**config.mk**
```make
export PLATFORM = sky130hd
export DESIGN_NAME = rtp_h264_frame_depacketizer
export DESIGN_NICKNAME = d
export VERILOG_FILES = /design/src/rtpd_pkg.sv /design/src/rtpd_front.sv /design/src/rtpd_back.sv /design/src/rtp_h264_frame_depacketizer.sv
export SDC_FILE = /design/constraint.sdc
export NUM_CORES = 1
export LEC_CHECK = 0
export BUFFER_PORTS_ARGS = -buffer_cell sky130_fd_sc_hd__buf_2
export CAP_MARGIN = 20
export CELL_PAD_IN_SITES_DETAIL_PLACEMENT = 1
export CELL_PAD_IN_SITES_GLOBAL_PLACEMENT = 1
export CORE_UTILIZATION = 50
export DETAILED_ROUTE_END_ITERATION = 10
export PLACE_DENSITY_LB_ADDON = 0.1
export SLEW_MARGIN = 10
export SYNTH_ARGS = -nofsm -noshare
export SYNTH_HDL_FRONTEND = slang
export SYNTH_SLANG_ARGS = --single-unit
```
**constraint.sdc**
```tcl
create_clock -name clk -period 13 [get_ports clk]
set_input_delay 0.65 -clock clk [delete_from_list [all_inputs] [get_ports clk]]
set_output_delay 0.65 -clock clk [all_outputs]
set_load 0.05 [all_outputs]
```
**src/rtpd_pkg.sv**
```systemverilog
// Package with shared types and constants for the RTP H.264 depacketizer.
`default_nettype none
package rtpd_pkg;

    localparam int LENGTH_BITS_DEF = 24;
    localparam int OUT_LEN_W = 24;
    localparam int QUEUE_DEPTH = 4;

    // Packet classes.
    typedef enum logic [1:0] {
        CLS_IGNORE  = 2'd0,
        CLS_SINGLE  = 2'd1,
        CLS_FUA     = 2'd2,
        CLS_SWALLOW = 2'd3
    } pkt_class_t;

    // Register indexes.
    localparam logic REG_PT_ENABLE = 1'b0;
    localparam logic REG_PT_VALUE  = 1'b1;

    localparam logic [4:0] NAL_TYPE_MASK = 5'h1F;
    localparam logic [4:0] NAL_FUA = 5'd28;
    localparam logic [7:0] START_BYTE = 8'h01;

    // Command from front to back: up to seven results described compactly.
    // Each slot carries a verdict or a data byte.
    typedef struct packed {
        logic       pre_verdict;   // drop verdict for an abandoned frame
        logic [31:0] pre_ts;
        logic [23:0] pre_len;
        logic       start_code;    // four start code bytes
        logic       hdr_valid;     // rebuilt NAL header of a starting FU-A
        logic [7:0] hdr_byte;
        logic       data_valid;
        logic [7:0] data_byte;
        logic       post_verdict;
        logic       post_good;
        logic [31:0] post_ts;
        logic [23:0] post_len;
    } cmd_t;

endpackage
`default_nettype wire

```
**src/rtpd_front.sv**
```systemverilog
// Front part: parses packets, keeps frame state and issues result commands.
`default_nettype none
module rtpd_front #(
    parameter int LENGTH_BITS = rtpd_pkg::LENGTH_BITS_DEF
) (
    input  wire logic          clk,
    input  wire logic          rst_n,
    input  wire logic          in_fire,
    input  wire logic [7:0]    payload_byte,
    input  wire logic          first_byte,
    input  wire logic          last_byte,
    input  wire logic          marker,
    input  wire logic [6:0]    rtp_pt,
    input  wire logic [15:0]   seq_num,
    input  wire logic [31:0]   rtp_timestamp,
    input  wire logic [31:0]   ssrc,
    input  wire logic          pt_filter_enable,
    input  wire logic [6:0]    pt_value,
    output rtpd_pkg::cmd_t     cmd,
    output logic               cmd_any
);
    import rtpd_pkg::*;

    localparam logic [LENGTH_BITS-1:0] LEN_MAX = '1;

    logic                   frame_active_reg, frame_active_next;
    logic [31:0]            frame_ts_reg, frame_ts_next;
    logic [31:0]            frame_ssrc_reg, frame_ssrc_next;
    logic [15:0]            expected_seq_reg, expected_seq_next;
    logic                   frame_damaged_reg, frame_damaged_next;
    logic                   fu_open_reg, fu_open_next;
    pkt_class_t             class_reg, class_next;
    logic [1:0]             pos_reg;
    logic [2:0]             nal_high_reg, nal_high_next;
    logic [LENGTH_BITS-1:0] len_reg, len_next;
    logic [7:0]             fu_hdr_reg, fu_hdr_next;
    logic                   pkt_marker_reg, pkt_marker_next;

    logic [1:0]  pos;
    logic [4:0]  nal_t;
    logic        good;
    logic [2:0]  nbytes;

    // Saturating length narrowed to the output width.
    function automatic logic [23:0] sat_len(input logic [LENGTH_BITS-1:0] v);
        logic [23:0] r;
        if (LENGTH_BITS > OUT_LEN_W && (v >> OUT_LEN_W) != '0)
            r = '1;
        else
            r = 24'(v);
        return r;
    endfunction

    assign nal_t = payload_byte[4:0] & NAL_TYPE_MASK;

    // Per-item decode of one payload byte.
    always_comb
    begin
        frame_active_next  = frame_active_reg;
        frame_ts_next      = frame_ts_reg;
        frame_ssrc_next    = frame_ssrc_reg;
        expected_seq_next  = expected_seq_reg;
        frame_damaged_next = frame_damaged_reg;
        fu_open_next       = fu_open_reg;
        class_next         = class_reg;
        nal_high_next      = nal_high_reg;
        len_next           = len_reg;
        fu_hdr_next        = fu_hdr_reg;
        pkt_marker_next    = pkt_marker_reg;
        cmd                = '0;
        good               = 1'b0;
        nbytes             = 3'd0;
        pos                = pos_reg;

        if (first_byte)
        begin
            pos        = 2'd0;
            class_next = CLS_IGNORE;
            if (!(pt_filter_enable && rtp_pt != pt_value))
            begin
                pkt_marker_next = marker;
                if (!frame_active_reg || rtp_timestamp != frame_ts_reg
                    || ssrc != frame_ssrc_reg)
                begin
                    cmd.pre_verdict    = frame_active_reg;
                    cmd.pre_ts         = frame_ts_reg;
                    cmd.pre_len        = sat_len(len_reg);
                    frame_damaged_next = 1'b0;
                    fu_open_next       = 1'b0;
                    len_next           = '0;
                    frame_active_next  = 1'b1;
                    frame_ts_next      = rtp_timestamp;
                    frame_ssrc_next    = ssrc;
                end
                else if (seq_num != expected_seq_reg)
                begin
                    frame_damaged_next = 1'b1;
                    fu_open_next       = 1'b0;
                end
                expected_seq_next = seq_num + 16'd1;
                if (nal_t >= 5'd1 && nal_t <= 5'd23)
                begin
                    class_next     = CLS_SINGLE;
                    fu_open_next   = 1'b0;
                    cmd.start_code = 1'b1;
                    cmd.data_valid = 1'b1;
                    cmd.data_byte  = payload_byte;
                    nbytes         = 3'd5;
                end
                else if (nal_t == NAL_FUA)
                begin
                    class_next    = CLS_FUA;
                    nal_high_next = payload_byte[7:5];
                end
                else
                begin
                    class_next         = CLS_SWALLOW;
                    frame_damaged_next = 1'b1;
                    fu_open_next       = 1'b0;
                end
            end
        end
        else
        begin
            case (class_reg)
                CLS_SINGLE:
                begin
                    cmd.data_valid = 1'b1;
                    cmd.data_byte  = payload_byte;
                    nbytes         = 3'd1;
                end
                CLS_FUA:
                begin
                    if (pos == 2'd1)
                    begin
                        fu_hdr_next = payload_byte;
                        if (!payload_byte[7] && !fu_open_reg)
                        begin
                            frame_damaged_next = 1'b1;
                            class_next         = CLS_SWALLOW;
                        end
                    end
                    else if (pos >= 2'd2)
                    begin
                        if (pos == 2'd2 && fu_hdr_reg[7])
                        begin
                            cmd.start_code = 1'b1;
                            cmd.hdr_valid  = 1'b1;
                            cmd.hdr_byte   = {nal_high_reg, fu_hdr_reg[4:0]};
                            nbytes         = 3'd6;
                        end
                        else
                            nbytes = 3'd1;
                        cmd.data_valid = 1'b1;
                        cmd.data_byte  = payload_byte;
                    end
                end
                default:
                begin
                end
            endcase
        end

        // Length count saturates at its maximum.
        if (LEN_MAX - len_next <= LENGTH_BITS'(nbytes))
            len_next = LEN_MAX;
        else
            len_next = len_next + LENGTH_BITS'(nbytes);

        // End of packet handling.
        if (last_byte && class_next != CLS_IGNORE)
        begin
            if (class_next == CLS_FUA)
            begin
                if (pos < 2'd2)
                begin
                    frame_damaged_next = 1'b1;
                    fu_open_next       = 1'b0;
                end
                else if (fu_hdr_next[7])
                    fu_open_next = !fu_hdr_next[6];
                else if (fu_hdr_next[6])
                    fu_open_next = 1'b0;
            end
            if (pkt_marker_next)
            begin
                good = frame_active_next && len_next != '0 && !frame_damaged_next
                       && !fu_open_next;
                cmd.post_verdict   = 1'b1;
                cmd.post_good      = good;
                cmd.post_ts        = frame_ts_next;
                cmd.post_len       = sat_len(len_next);
                frame_active_next  = 1'b0;
                frame_ts_next      = '0;
                frame_ssrc_next    = '0;
                expected_seq_next  = '0;
                frame_damaged_next = 1'b0;
                fu_open_next       = 1'b0;
                len_next           = '0;
            end
        end
        if (last_byte)
            class_next = CLS_IGNORE;
    end

    assign cmd_any = cmd.pre_verdict | cmd.start_code | cmd.hdr_valid
                   | cmd.data_valid | cmd.post_verdict;

    // State registers, updated on each accepted item.
    always_ff @(posedge clk or negedge rst_n)
    begin
        if (!rst_n)
        begin
            frame_active_reg  <= 1'b0;
            frame_ts_reg      <= '0;
            frame_ssrc_reg    <= '0;
            expected_seq_reg  <= '0;
            frame_damaged_reg <= 1'b0;
            fu_open_reg       <= 1'b0;
            class_reg         <= CLS_IGNORE;
            pos_reg           <= '0;
            nal_high_reg      <= '0;
            len_reg           <= '0;
            fu_hdr_reg        <= '0;
            pkt_marker_reg    <= 1'b0;
        end
        else if (in_fire)
        begin
            frame_active_reg  <= frame_active_next;
            frame_ts_reg      <= frame_ts_next;
            frame_ssrc_reg    <= frame_ssrc_next;
            expected_seq_reg  <= expected_seq_next;
            frame_damaged_reg <= frame_damaged_next;
            fu_open_reg       <= fu_open_next;
            class_reg         <= class_next;
            pos_reg           <= (pos < 2'd3) ? pos + 2'd1 : 2'd3;
            nal_high_reg      <= nal_high_next;
            len_reg           <= len_next;
            fu_hdr_reg        <= fu_hdr_next;
            pkt_marker_reg    <= pkt_marker_next;
        end
    end

endmodule
`default_nettype wire

```
**src/rtpd_back.sv**
```systemverilog
// Back part: command queue and result sequencer.
`default_nettype none
module rtpd_back (
    input  wire logic          clk,
    input  wire logic          rst_n,
    input  wire logic          cmd_push,
    input  wire rtpd_pkg::cmd_t cmd_in,
    output logic               cmd_room,
    output logic               out_valid,
    input  wire logic          out_ready,
    output logic [7:0]         out_byte,
    output logic               is_data,
    output logic               frame_end,
    output logic               frame_good,
    output logic [23:0]        frame_length,
    output logic [31:0]        frame_timestamp,
    output logic               last_result
);
    import rtpd_pkg::*;

    localparam int PW = $clog2(QUEUE_DEPTH);

    cmd_t          mem [QUEUE_DEPTH];
    logic [PW-1:0] wr_reg, rd_reg;
    logic [PW:0]   cnt_reg;
    logic [2:0]    step_reg, step_next;
    cmd_t          head;
    logic [3:0]    mask;
    logic [2:0]    cur;
    logic          more;
    logic          pop;
    logic          post_now, is_last;

    assign head     = mem[rd_reg];
    assign cmd_room = (cnt_reg < (PW+1)'(QUEUE_DEPTH));

    // Slots: pre verdict, four start bytes, header, data; the post verdict follows.
    assign mask = {head.data_valid, head.hdr_valid, head.start_code, head.pre_verdict};

    // Slot map: 0 pre, 1..4 start code, 5 header, 6 data; 7 post handled below.
    function automatic logic slot_on(input logic [3:0] m, input logic [2:0] s);
        logic r;
        case (s)
            3'd0: r = m[0];
            3'd1, 3'd2, 3'd3, 3'd4: r = m[1];
            3'd5: r = m[2];
            3'd6: r = m[3];
            default: r = 1'b0;
        endcase
        return r;
    endfunction

    // Pick the current slot at or after step_reg, and whether more follow.
    always_comb
    begin
        cur       = 3'd7;
        more      = 1'b0;
        step_next = step_reg;
        for (int s = 0; s < 8; s++)
        begin
            if (s >= 32'(step_reg) && cur == 3'd7 && slot_on(mask, 3'(s)))
                cur = 3'(s);
        end
        for (int s = 0; s < 8; s++)
        begin
            if (cur != 3'd7 && s > 32'(cur) && slot_on(mask, 3'(s)))
                more = 1'b1;
        end
        if (cur == 3'd7)
            more = 1'b0;
        step_next = cur + 3'd1;
    end

    assign post_now  = (cur == 3'd7) && head.post_verdict;
    assign out_valid = (cnt_reg != '0) && (cur != 3'd7 || head.post_verdict);
    assign is_last   = post_now || (!more && !head.post_verdict);
    assign pop       = out_valid && out_ready && is_last;

    // Result fields of the current slot.
    always_comb
    begin
        out_byte        = 8'd0;
        is_data         = 1'b1;
        frame_end       = 1'b0;
        frame_good      = 1'b0;
        frame_length    = '0;
        frame_timestamp = '0;
        case (cur)
            3'd0:
            begin
                is_data         = 1'b0;
                frame_end       = 1'b1;
                frame_length    = head.pre_len;
                frame_timestamp = head.pre_ts;
            end
            3'd4: out_byte = START_BYTE;
            3'd5: out_byte = head.hdr_byte;
            3'd6: out_byte = head.data_byte;
            3'd7:
            begin
                is_data         = 1'b0;
                frame_end       = 1'b1;
                frame_good      = head.post_good;
                frame_length    = head.post_len;
                frame_timestamp = head.post_ts;
            end
            default: out_byte = 8'd0;
        endcase
        last_result = is_last;
    end

    // Queue storage.
    always_ff @(posedge clk)
    begin
        if (cmd_push)
            mem[wr_reg] <= cmd_in;
    end

    // Queue pointers and slot sequencer.
    always_ff @(posedge clk or negedge rst_n)
    begin
        if (!rst_n)
        begin
            wr_reg   <= '0;
            rd_reg   <= '0;
            cnt_reg  <= '0;
            step_reg <= '0;
        end
        else
        begin
            if (cmd_push)
                wr_reg <= wr_reg + PW'(1);
            if (pop)
                rd_reg <= rd_reg + PW'(1);
            cnt_reg <= cnt_reg + (PW+1)'(cmd_push) - (PW+1)'(pop);
            if (pop)
                step_reg <= '0;
            else if (out_valid && out_ready)
                step_reg <= step_next;
        end
    end

endmodule
`default_nettype wire

```
**src/rtp_h264_frame_depacketizer.sv**
```systemverilog
// Top level of the RTP H.264 depacketizer.
//
// Channel | Handshake           | Carries
// in      | in_valid/in_ready   | one payload byte with header fields
// out     | out_valid/out_ready | one Annex B byte or one frame verdict
// cfg     | cfg_valid/cfg_ready | register index and write data
//
// An accepted input item updates the front's frame state at once.
// Each item that causes results becomes one queue entry of up to seven results,
// which the back sends at one result per cycle while out_ready is high.
// Input is held only while the four-entry queue is full, until its head drains.
// Reset clears all state and the registers to their defaults.
`default_nettype none
module rtp_h264_frame_depacketizer #(
    parameter int LENGTH_BITS = rtpd_pkg::LENGTH_BITS_DEF
) (
    input  wire logic        clk,
    input  wire logic        rst_n,
    input  wire logic        in_valid,
    output logic             in_ready,
    input  wire logic [7:0]  payload_byte,
    input  wire logic        first_byte,
    input  wire logic        last_byte,
    input  wire logic        marker,
    input  wire logic [6:0]  rtp_pt,
    input  wire logic [15:0] seq_num,
    input  wire logic [31:0] rtp_timestamp,
    input  wire logic [31:0] ssrc,
    output logic             out_valid,
    input  wire logic        out_ready,
    output logic [7:0]       out_byte,
    output logic             is_data,
    output logic             frame_end,
    output logic             frame_good,
    output logic [23:0]      frame_length,
    output logic [31:0]      frame_timestamp,
    output logic             last_result,
    input  wire logic        cfg_valid,
    output logic             cfg_ready,
    input  wire logic        cfg_index,
    input  wire logic [6:0]  cfg_data
);
    import rtpd_pkg::*;

    logic       pt_en_reg;
    logic [6:0] pt_val_reg;
    cmd_t       cmd;
    logic       cmd_any, room, in_fire;

    assign in_ready  = room;
    assign in_fire   = in_valid && in_ready;
    assign cfg_ready = 1'b1;

    // Configuration registers.
    always_ff @(posedge clk or negedge rst_n)
    begin
        if (!rst_n)
        begin
            pt_en_reg  <= 1'b0;
            pt_val_reg <= 7'd96;
        end
        else if (cfg_valid)
        begin
            case (cfg_index)
                REG_PT_ENABLE: pt_en_reg  <= cfg_data[0];
                REG_PT_VALUE:  pt_val_reg <= cfg_data;
                default:       pt_en_reg  <= pt_en_reg;
            endcase
        end
    end

    rtpd_front #(.LENGTH_BITS(LENGTH_BITS)) u_front (
        .clk, .rst_n, .in_fire, .payload_byte, .first_byte, .last_byte, .marker,
        .rtp_pt, .seq_num, .rtp_timestamp, .ssrc,
        .pt_filter_enable(pt_en_reg), .pt_value(pt_val_reg),
        .cmd, .cmd_any
    );

    rtpd_back u_back (
        .clk, .rst_n, .cmd_push(in_fire && cmd_any), .cmd_in(cmd), .cmd_room(room),
        .out_valid, .out_ready, .out_byte, .is_data, .frame_end, .frame_good,
        .frame_length, .frame_timestamp, .last_result
    );

endmodule
`default_nettype wire

```
Word-level counts from Yosys, hierarchy flattened
Memories as Yosys holds them, arrays and structs flattened.
Index checks and enable logic that the tools add are counted.
{"block": "classes", "addsub": 9, "magnitude_cmp": 20, "eq_ne": 21, "n_mux": 114, "n_bitwise": 8, "n_reduce_logical": 62}
{"operator": "32-bit 2-to-1 mux", "count": 10}
{"operator": "58-bit 2-to-1 mux", "count": 3}
{"operator": "24-bit 2-to-1 mux", "count": 6}
{"operator": "57-bit 2-to-1 mux", "count": 2}
{"operator": "16-bit 2-to-1 mux", "count": 4}
{"operator": "32-bit inequality test", "count": 2}
{"operator": "32-bit one-hot mux with 2 select lines", "count": 1}
{"operator": "1-bit 2-to-1 mux", "count": 49}
{"operator": "24-bit one-hot mux with 2 select lines", "count": 1}
{"operator": "3-bit 2-to-1 mux", "count": 15}
{"operator": "1-bit logical AND", "count": 40}
{"operator": "19-bit 2-to-1 mux", "count": 2}
{"operator": "9-bit 2-to-1 mux", "count": 4}
{"operator": "3-bit == test, second input constant", "count": 10}
{"operator": "24-bit by 3-bit adder with 24-bit output", "count": 1}
{"operator": "24-bit by 3-bit less-or-equal comparator with 1-bit output", "count": 1}
{"operator": "8-bit 2-to-1 mux", "count": 3}
{"operator": "8-bit one-hot mux with 3 select lines", "count": 1}
{"operator": "24-bit nonzero test", "count": 1}
{"operator": "24-bit subtractor, first input constant", "count": 1}
{"operator": "10-bit 2-to-1 mux", "count": 2}
{"operator": "2-bit 2-to-1 mux", "count": 9}
{"operator": "9-bit one-hot mux with 2 select lines", "count": 1}
{"operator": "16-bit by 1-bit adder with 16-bit output, second input constant", "count": 1}
{"operator": "33 further kinds", "count": 64}
{"block": "totals", "ff_bits": 141, "ramBits": 536, "inputBits": 111, "output_inout_bits": 71, "wordCells": 254, "n_memories": 1}
{"memory": "u_back.mem", "words": 4, "word_bits": 134, "rd": 1, "rd_ports_with_merged_regs": 0, "wr": 1, "line_no": "rtpd_back.sv:23", "source": "cmd_t mem [QUEUE_DEPTH];"}

Logic depth before layout (Yosys ltp)
{"block": "depth", "ltp_word": 42, "ltp_mapped": 19, "depth_no_buf": 18}

Hierarchy
A second synthesis with hierarchy kept.
{"block": "unflattened", "hier_cells": 1923, "hier_area_um2": 29557.1}
{"module": "rtpd_back", "instances": 1, "cells_each": 961, "area_per_inst_um2": 20963.9, "seq_area_each_um2": 16345.7}
{"module": "rtpd_front", "instances": 1, "cells_each": 940, "area_per_inst_um2": 8264.2, "seq_area_each_um2": 3052.9}
{"module": "rtp_h264_frame_depacketizer", "instances": 1, "cells_each": 22, "area_per_inst_um2": 329.1, "seq_area_each_um2": 202.7}

Worst setup path after synthesis
OpenSTA, ideal clock, no wires.
{"block": "synth_timing", "path_kind": "in2reg", "startpoint": "input port rtp_pt[4]", "endpoint": "memory u_back.mem[0][0] (netlist bit) (enable)", "t_arrival_ps": 7779, "t_required_ps": 12371, "setup_slack_ps": 4592, "path_stages": 9, "path_buffers": 2, "path_cell_list": "xnor2_1 -> nand2_1 -> o41ai_2 -> nand2_1 -> and2_1 -> clkbuf_1 -> a41o_1 -> buf_2 -> nor2_1"}
{"block": "synth_via", "elab_chain_len": 11}
{"element": "start: declaration", "line_no": "rtp_h264_frame_depacketizer.sv:25", "source": "input wire logic [6:0] rtp_pt,"}
{"element": "7-bit inequality test *", "line_no": "rtpd_front.sv:79", "source": "if (!(pt_filter_enable && rtp_pt != pt_value))"}
{"element": "1-bit logical AND *", "line_no": "rtpd_front.sv:79"}
{"element": "58-bit 2-to-1 mux or 2-bit 2-to-1 mux (tied branches)", "line_no": "rtpd_front.sv:79"}
{"element": "57-bit 2-to-1 mux, or another cell as far along", "line_no": "rtpd_front.sv:75", "source": "if (first_byte)"}
{"element": "1-bit bitwise OR or 2-bit nonzero test (tied branches)", "line_no": "rtpd_front.sv:206, rtpd_front.sv:171"}
{"element": "1-bit bitwise OR or 1-bit logical AND (tied branches)", "line_no": "rtpd_front.sv:206, rtpd_front.sv:171"}
{"element": "1-bit bitwise OR or 58-bit 2-to-1 mux (tied branches)", "line_no": "rtpd_front.sv:207, rtpd_front.sv:171"}
{"element": "1-bit bitwise OR *", "line_no": "rtpd_front.sv:207", "source": "| cmd.data_valid | cmd.post_verdict;"}
{"element": "1-bit logical AND *", "line_no": "rtp_h264_frame_depacketizer.sv:80", "source": ".clk, .rst_n, .cmd_push(in_fire && cmd_any), .cmd_in(cmd), .cmd_room(room),"}
{"element": "1-bit 2-to-1 mux *", "line_no": "rtpd_back.sv:115", "source": "if (cmd_push)"}
{"element": "1-bit 2-to-1 mux (not written as such) *", "line_no": "rtpd_back.sv:116", "source": "mem[wr_reg] <= cmd_in;"}
{"element": "end: declaration", "line_no": "rtpd_back.sv:23"}
Mark *: on every way between the ends. The rest lies on a longest branch, timed or not.

Worst setup path after layout
{"block": "layout_timing", "startpoint": "register u_back.rd_reg[1]", "endpoint": "output port frame_length[21]"}
{"block": "layout_via", "elab_chain_len": 29}
{"element": "start: declaration", "line_no": "rtpd_back.sv:24", "source": "logic [PW-1:0] wr_reg, rd_reg;"}
{"element": "start signal: assignment", "line_no": "rtpd_back.sv:134", "source": "rd_reg <= rd_reg + PW'(1);"}
{"element": "memory read 4 x 134 bit *"}
{"element": "1-bit logical AND", "line_no": "rtpd_back.sv:61", "source": "if (s >= 32'(step_reg) && cur == 3'd7 && slot_on(mask, 3'(s)))"}
{"element": "3-bit 2-to-1 mux", "line_no": "rtpd_back.sv:61"}
{"element": "3-bit == test", "line_no": "rtpd_back.sv:61"}
{"element": "1-bit logical AND (2 in a row)", "line_no": "rtpd_back.sv:61"}
{"element": "3-bit 2-to-1 mux", "line_no": "rtpd_back.sv:61"}
{"element": "3-bit == test", "line_no": "rtpd_back.sv:61"}
{"element": "1-bit logical AND (2 in a row)", "line_no": "rtpd_back.sv:61"}
{"element": "[... 9 more ...]"}
{"element": "3-bit == test", "line_no": "rtpd_back.sv:61"}
{"element": "1-bit logical AND (2 in a row)", "line_no": "rtpd_back.sv:61"}
{"element": "3-bit 2-to-1 mux", "line_no": "rtpd_back.sv:61"}
{"element": "3-bit == test", "line_no": "rtpd_back.sv:61"}
{"element": "1-bit logical AND (2 in a row)", "line_no": "rtpd_back.sv:61"}
{"element": "3-bit 2-to-1 mux", "line_no": "rtpd_back.sv:61"}
{"element": "3-bit == test or 3-bit logical NOT (tied branches)"}
{"element": "24-bit one-hot mux with 2 select lines *", "line_no": "rtpd_back.sv:88", "source": "case (cur)"}
{"element": "end: declaration", "line_no": "rtp_h264_frame_depacketizer.sv:35", "source": "output logic [23:0] frame_length,"}
Marks and branches as above.

==> reports/results.ini <==
[final_layout]
postLayoutCoreUtil = 0.575
final_cell_mix = edfxtp_1, buf_2, dfrtp_1
area_growth_pct = 13.4
fillers = 5386
largest_reg_flops = 536
layout_commonest_cell = edfxtp_1
diodes = 0
fin_nets = 2132
drive_gt1_frac = 0.240

[global_routing]
grt_pass1_vias = 18300
grt.total_usage = 0.264
grt_pass1_wl_mm = 118
grt_antenna_before_repair = 3
gr-total-overflow = 0
grt_max_degree = 96

[sta]
max_freq_ghz = 0.149
skew_ns = 0.0174
holdWs_ns = 0.0782
tns_ns = 0
rsz0062_at_grt = false
finalSetupViolCount = 0
drv_slew = 0
fin_crit_sh = 0.516
worst-slew-pin-transition_ns = 1.11
slew_headroom = 0.250
period_minus_slack_ns = 6.71
hold_viol_final = 0
layout_setup_ws_ns = 6.29

[synthesis]
avgSynthCellArea_um2 = 16.0
postSynthCellCount = 1830
synth-seq-cells = 676
synth_edf_count = 536
synth_seq_area_share = 0.667
synth_nets = 1961
synth-main-ff-cell = edfxtp_1
ys_types = 80
async_reset_ff_frac = 0.207
yosys_warnings = 0
syn_area_mm2 = 0.0294

[clocking]
cts_resized = 0
post_cts_buffers = 0
clk_pin_slew_ns = 0.06
clock_sinks = 676
clock_path_buffers = 3
cts-root-buf = clkbuf_16
worstSkewPairLatency_ns = 0.61
htreeDepth = 3
cts_tree = done
numCtsBuffers = 71
cts_hold_buf = 0

[power_and_ir_drop]
p_total_mw = 7.61
ir_drop_uv = 226
p_leak_nw = 12.0
pwr_density_cell_mw_per_mm2 = 229

[route]
drt_iter0_drc = 1029
wl_per_cell_um = 27.3
drtPass1Iterations = 5
drcViolationCount = 0
wl_mm = 77.2
viasPerCell = 6.08
vias = 17200
ant_nets = 0

[die]
core-area_mm2 = 0.0579
core.rowCount = 88
start_util = 0.507
die_area_mm2 = 0.0597
die_height_um = 244
io_pins = 182
dieWidth_um = 244

[worst_hold_path]
worstHoldPathType = input pin to async pin

[critical_path]
worstPathArrival_ns = 6.06
worstPathMaxFanout = 60
crit_type = register to output port
timing.reg2reg.setup_slack_ns = 6.65
required_ns = 12.35
crit_path_start_kind = register
crit_path_end_kind = output port

[placement]
io_buffers = 180
gp_congestion = 0.919
hpwl_mm = 48.3
dp_slack_ns = 6.74

[flow_run]
cap_violations = 0

[outcome]
status = completed

==> routing by layer <==
layer | up-vias | GRT usage | part of all wire
met4 | 4 | 0.0757 | 0.022
met3 | 87 | 0.0333 | 0.042
li1 | 7511 | - | -
met1 | 9151 | 0.374 | 0.44
met5 | - | 0 | 0.00031
met2 | 408 | 0.433 | 0.50
==> synthesized netlist by cell type, drive strengths merged (25+ instances only) <==
master | n | area share
edfxtp | 536 | 0.55
dfrtp | 138 | 0.12
mux4 | 134 | 0.10
a22o | 124 | 0.037
nor2 | 82 | 0.010
xnor2 | 80 | 0.024
clkbuf | 73 | 0.0095
and2 | 71 | 0.015
inv | 64 | 0.0082
nand2 | 63 | 0.0083
a21oi | 45 | 0.0077
buf | 37 | 0.0069
nor2b | 34 | 0.0072
mux2i | 33 | 0.011
o21ai | 26 | 0.0044
nand4 | 25 | 0.0055
==> worst max-delay path: stages (launching register included) <==
cell and delay [ns]:
dfrtp_4 0.86, buf_4 0.89, mux4_2 0.49, a21oi_1 0.21
nor2_1 0.08, nor3_1 0.20, o32a_1 0.26, a41oi_1 0.21
inv_1 0.14, ha_1 0.16, and2_2 0.52, buf_4 0.70
a22o_1 0.37, buf_2 0.30
==> final timing paths <==
kind	start	end	cells after the start
min in group clk	cfg_data[2]	pt_val_reg[2]$_DFFE_PN0P_	2
max	u_back.rd_reg[1]$_DFFE_PN0P_	frame_length[21]	13
max in group asynchronous	rst_n	u_front.frame_ts_reg[12]$_DFFE_PN0P_	2
min	rst_n	u_front.expected_seq_reg[7]$_DFFE_PN0P_	1
max reg2reg	u_back.rd_reg[1]$_DFFE_PN0P_	u_back.cnt_reg[2]$_DFF_PN0_	18
min reg2reg	pt_en_reg$_DFFE_PN0P_	pt_en_reg$_DFFE_PN0P_	1
==> final cells by class <==
class,count,area (um2),share of cell area
clock inverter,35,294,0.00883
timing repair buffer,208,1140,0.0343
multi-input combinational,980,9120,0.274
sequential,676,19600,0.589
tap,765,957,0.0288
inverter,64,240,0.00722
clock buffer,96,1930,0.0580
==> per-stage QoR <==
stage | area (um2) | std cells
after floorplan | 29400 | 1830
after global placement | 31000 | 2691
after detailed placement | 31000 | 2692
after CTS | 33300 | 2823
after global routing | 33300 | 2824
final | 33300 | 2824
==> kinds of logic after synthesis <==
kind of cell,count (synthesis),share of synthesized area
compound gates,301,0.0795
xor+xnor,104,0.0310
fa+ha+maj,20,0.00903
buf+inv,174,0.0246
flops,676,0.667
mux,187,0.122
other cells,1,0.000128
simple gates,367,0.0666
==> power by group <==
| group | switching (mW) | total (mW) | leakage, nW | internal (mW) |
|---|---|---|---|---|
| logic | 1.75 | 2.72 | 4.30 | 0.967 |
| clock network | 0.842 | 1.95 | 1.09 | 1.11 |
| registers | 0.276 | 2.93 | 6.64 | 2.66 |
| total | 2.87 | 7.61 | 12.0 | 4.74 |
Note: power is estimated with default switching activity, not from simulation.
